**config.mk**
```make
export PLATFORM = sky130hd
export DESIGN_NAME = ffsa_front
export DESIGN_NICKNAME = d
export VERILOG_FILES = /design/src/rtl/ffsa_pkg.sv /design/src/rtl/ffsa_front.sv
export SDC_FILE = /design/constraint.sdc
export NUM_CORES = 1
export LEC_CHECK = 0
export BUFFER_PORTS_ARGS = -buffer_cell sky130_fd_sc_hd__buf_4
export CAP_MARGIN = 20
export CORE_MARGIN = 2
export CORE_UTILIZATION = 45
export CTS_BUF_LIST = sky130_fd_sc_hd__clkbuf_8
export DETAILED_ROUTE_END_ITERATION = 10
export PLACE_DENSITY = 0.7
export SLEW_MARGIN = 0
export SYNTH_ARGS = -nofsm -noshare
export SYNTH_HDL_FRONTEND = slang
export SYNTH_SLANG_ARGS = --single-unit
```
**constraint.sdc**
```tcl
create_clock -name clk -period 2.7 [get_ports clk]
set_input_delay 0.27 -clock clk [delete_from_list [all_inputs] [get_ports clk]]
set_output_delay 0.27 -clock clk [all_outputs]
set_load 0.05 [all_outputs]
```
**src/rtl/ffsa_pkg.sv**
```systemverilog
// ----------------------------------------------------------------------------
// ffsa_pkg
// Shared types and constants of the free frame stack allocator: widths,
// input mode codes, internal command codes, result status codes and the
// command word that travels from the front end to the stack engine.
// ----------------------------------------------------------------------------
package ffsa_pkg;

  // Stack geometry.
  localparam int STACK_DEPTH = 4096;
  localparam int ADDR_W      = $clog2(STACK_DEPTH);
  localparam int CNT_W       = $clog2(STACK_DEPTH + 1);

  // Field widths.
  localparam int FRAME_W    = 20;
  localparam int MODE_W     = 2;
  localparam int STATUS_W   = 2;
  localparam int FC_W       = 13;
  localparam int CFG_IDX_W  = 2;
  localparam int CFG_DATA_W = 20;

  // Command queue between the front end and the stack engine.
  localparam int QUEUE_DEPTH = 2;
  localparam int QPTR_W      = $clog2(QUEUE_DEPTH);
  localparam int QCNT_W      = $clog2(QUEUE_DEPTH + 1);

  // Configuration register indexes.
  localparam logic [CFG_IDX_W-1:0] CFG_IDX_FIRST_FRAME  = 2'd0;
  localparam logic [CFG_IDX_W-1:0] CFG_IDX_FRAME_COUNT  = 2'd1;
  localparam logic [CFG_IDX_W-1:0] CFG_IDX_CHECK_ENABLE = 2'd2;

  // Configuration reset values.
  localparam logic [FRAME_W-1:0] FIRST_FRAME_RST = 20'd256;
  localparam logic [FC_W-1:0]    FRAME_COUNT_RST = 13'd0;

  // Input mode codes.
  typedef enum logic [MODE_W-1:0] {
    MODE_INIT           = 2'd0,
    MODE_ALLOC          = 2'd1,
    MODE_FREE_CHECKED   = 2'd2,
    MODE_FREE_UNCHECKED = 2'd3
  } mode_t;

  // Result status codes.
  typedef enum logic [STATUS_W-1:0] {
    STAT_OK     = 2'd0,
    STAT_EMPTY  = 2'd1,
    STAT_DOUBLE = 2'd2,
    STAT_FULL   = 2'd3
  } status_t;

  // Commands of the stack engine.
  typedef enum logic [1:0] {
    OP_INIT  = 2'd0,
    OP_ALLOC = 2'd1,
    OP_PUSH  = 2'd2,
    OP_SCAN  = 2'd3
  } op_t;

  typedef struct packed {
    op_t                op;
    logic [FRAME_W-1:0] frame;
  } cmd_t;

endpackage

```
**src/rtl/ffsa_front.sv**
```systemverilog
// ----------------------------------------------------------------------------
// ffsa_front
// Accepts words, turns the mode into an engine command and holds the
// commands in a short queue until the stack engine takes them.
// ----------------------------------------------------------------------------
module ffsa_front
  import ffsa_pkg::*;
(
  input  logic               clk,
  input  logic               rst_n,
  input  logic               start,
  input  logic [MODE_W-1:0]  in_mode,
  input  logic [FRAME_W-1:0] in_frame_in,
  input  logic               check_enable,
  output logic               busy,
  output logic               cmd_valid,
  output cmd_t               cmd,
  input  logic               cmd_pop
);

  cmd_t              q_mem_r [QUEUE_DEPTH];
  logic [QPTR_W-1:0] wr_ptr_r;
  logic [QPTR_W-1:0] rd_ptr_r;
  logic [QCNT_W-1:0] cnt_r;
  logic              push;
  cmd_t              new_cmd;

  // A checked free only scans the stack when checking is switched on.
  always_comb begin
    new_cmd.frame = in_frame_in;
    unique case (mode_t'(in_mode))
      MODE_INIT:         new_cmd.op = OP_INIT;
      MODE_ALLOC:        new_cmd.op = OP_ALLOC;
      MODE_FREE_CHECKED: new_cmd.op = check_enable ? OP_SCAN : OP_PUSH;
      default:           new_cmd.op = OP_PUSH;
    endcase
  end

  assign busy      = (cnt_r == QCNT_W'(QUEUE_DEPTH));
  assign push      = start && !busy;
  assign cmd_valid = (cnt_r != '0);
  assign cmd       = q_mem_r[rd_ptr_r];

  always_ff @(posedge clk) begin
    if (push) begin
      q_mem_r[wr_ptr_r] <= new_cmd;
    end
  end

  always_ff @(posedge clk) begin
    if (!rst_n) begin
      wr_ptr_r <= '0;
      rd_ptr_r <= '0;
      cnt_r    <= '0;
    end else begin
      if (push) begin
        wr_ptr_r <= (wr_ptr_r == QPTR_W'(QUEUE_DEPTH - 1)) ? '0 : wr_ptr_r + QPTR_W'(1);
      end
      if (cmd_pop) begin
        rd_ptr_r <= (rd_ptr_r == QPTR_W'(QUEUE_DEPTH - 1)) ? '0 : rd_ptr_r + QPTR_W'(1);
      end
      if (push && !cmd_pop) begin
        cnt_r <= cnt_r + QCNT_W'(1);
      end else if (!push && cmd_pop) begin
        cnt_r <= cnt_r - QCNT_W'(1);
      end
    end
  end

endmodule

```
==> reports/metrics.yaml <==
initial_core_util: 0.461
p_sw_uw: 554
cp.required_ns: 2.43
crit_chain: "buf_4, mux2_2, buf_4"
post-route-min-period_ns: 1.72
clkPwrFrac: 0.204
fmax_mhz: 582
power.share.switching: 0.304
worst_setup_path_end_kind: "primary output"
rows: 23
final-max-slew-violation-count: 0
routed_via_density: 4.81
synth_top_area_cell: "edfxtp_1"
syn-num-nets: 125
core_area_mm2: 0.00397
worstSetupPathType: "flip-flop to primary output"
syn_area_mm2: 0.00183
fillers: 324
finalCritPeriodShare: 0.637
dp_cells: 197
hold_class: "input pin to flip-flop"
seqPwrFrac: 0.516
place_congestion: 0.635
clk_path_buf_depth: 2
syn-mean-instance-area_um2: 18.9
first_pass_iters: 4
regArea_mm2: 0.00142
grt_antenna_before_repair: 0
num_vias: 981
outcome: "complete, no violations"
synth_top_area_share: 0.721
gr-total-overflow: 0
layout.cell_area.non_filler_mm2: 0.00236
routedWlPerCell_um: 14.2
finalCoreUtilization: 0.595
io_pins: 51
finalHoldViolCount: 0
intPower_mw: 1.26
drive_gt1_frac: 0.539
ys_seq_area_frac: 0.776
cts_buffers: 5
clock_latency_ns: 0.28
layout.nets: 182
diodes: 0
holdBufCountCts: 0
grt_pass1_wl_mm: 4.31
crit_fanout: 22
dieArea_mm2: 0.00460
drtIter0Drc: 35
grt_pass1_vias: 1005
postCtsSetupBuffers: 0
ys_warn_count: 0
finalPower_mw: 1.82
final_cells: 204
area_growth_syn_to_layout_pct: 28.9
io_buffers: 50
hpwl_mm: 2.00
crit_path_start_kind: "flip-flop"
rsz0062_at_grt: "no"
syn-instance-count: 97
dpl_cell_area_mm2: 0.00228
crit_arrival_ns: 1.45
drtAntennaViolNets: 0
cts_num_sinks: 49
tightest_slew_ns: 0.303
powerDensity_mw_per_mm2: 770
grt_max_degree: 24
layout_setup_ws_ns: 0.981
cpMaxStageDelayCell: "mux2_2"
grt_use_total: 0.135
fin_setup_tns_ns: 0
ys_seq_elements: 49
post_cts_resized: 0
holdWs_ns: 0.169
relSlewSlack: 0.798
irDropWorstVdd_mv: 0.403
setup-violations-final: 0
synth.area.top_cells: "edfxtp_1 72%, mux2_2 14%, dfxtp_1 5.5%"
p_leak_nw: 0.916
cts_tree: "yes"
routed_wl_mm: 2.89
drv_cap: 0
die_x_um: 67.8
synth_cell_types: 22
dieHeight_um: 67.8
multi_input_area_um2: 388
place_ws_ns: 1.10
cts_root_buf: "clkbuf_8"
clk_pin_slew_ns: 0.08
h-tree-depth: 2
cp_common_cell: "buf_4"
p_comb_frac: 0.279
cp_slowest_stage_delay_ns: 0.39
drc_errors: 0
fin_skew_ns: 0.00432
-- cell usage in the layout, fill, tap and decap left out, types with 2 or more instances in the layout --
cell,n
inv_1,4
clkbuf_8,5
dfxtp_1,5
o21ai_0,2
edfxtp_1,44
buf_4,53
mux2_2,22
xor2_1,2
and2_1,3
-- sequential cells by signal, summed over array words and instances, names as in the netlist, named ones only --
register,cells
q_mem_r,44
cnt_r,2
rd_ptr_r,1
wr_ptr_r,1
-- kinds of logic after synthesis --
| kind of cell | after synthesis | synth area share |
|---|---|---|
| flops | 49 | 0.776 |
| mux | 22 | 0.135 |
| fa+ha+maj | 1 | 0.00683 |
| compound gates | 5 | 0.0178 |
| simple gates | 10 | 0.0342 |
| buf+inv | 7 | 0.0157 |
| xor+xnor | 3 | 0.0143 |
-- worst paths after layout --
| path | startpoint | slack, ns | cells past startpoint | to |
|---|---|---|---|---|
| worst max register to register | cnt_r[0]$_SDFFE_PN0P_ | 1.10 | 7 | cnt_r[1]$_SDFFE_PN0P_ |
| worst min-delay path | in_frame_in[11] | 0.17 | 1 | q_mem_r[0][11]$_DFFE_PP_ |
| worst min register to register | cnt_r[1]$_SDFFE_PN0P_ | 0.56 | 2 | cnt_r[1]$_SDFFE_PN0P_ |
| worst max-delay path | flip-flop | 0.98 | 3 | cmd[18] |
-- cells in the mapped netlist --
library cell,instances
a21boi_0,1
a21boi_1,1
and2_1,3
and3_1,1
buf_2,2
clkbuf_1,1
dfxtp_1,5
edfxtp_1,44
ha_1,1
inv_1,3
inv_2,1
mux2_2,22
nand2b_1,1
nand3_1,1
nor2_1,1
nor3_2,1
o21a_1,1
o21ai_0,2
or2_2,1
or3_1,1
xnor2_1,1
xor2_1,2
-- worst max-delay path, delay by kind of cell, from the launching register on --
kind	cells	cell delay, ns
flops	1	0.31
mux	1	0.39
buf+inv	2	0.47
-- final cells by class --
type | count | share of cell area
clock buffers | 5 | 0.0291
clock inverters | 2 | 0.00318
inverters | 4 | 0.00636
multi-input cells | 41 | 0.164
flip-flops and latches | 49 | 0.602
well taps | 50 | 0.0265
repair buffers | 53 | 0.169
-- power groups by stage --
stage                     registers (mW)  logic (mW)  clock network, mW
after floorplan                    0.951       0.354                  0
after global placement             0.952       0.504                  0
after detailed placement           0.957       0.512                  0
after CTS                          0.940       0.513              0.389
after global routing               0.946       0.535              0.418
final                              0.939       0.508              0.371
-- metal layers --
metal	vias up	track usage	wire length [um]
met1	474	0.136	1070
met2	26	0.244	1630
li1	477	-	-
met4	0	0.0675	48
met3	4	0.0483	137
met5	-	0	0
Power figures use the tool's default switching activity.
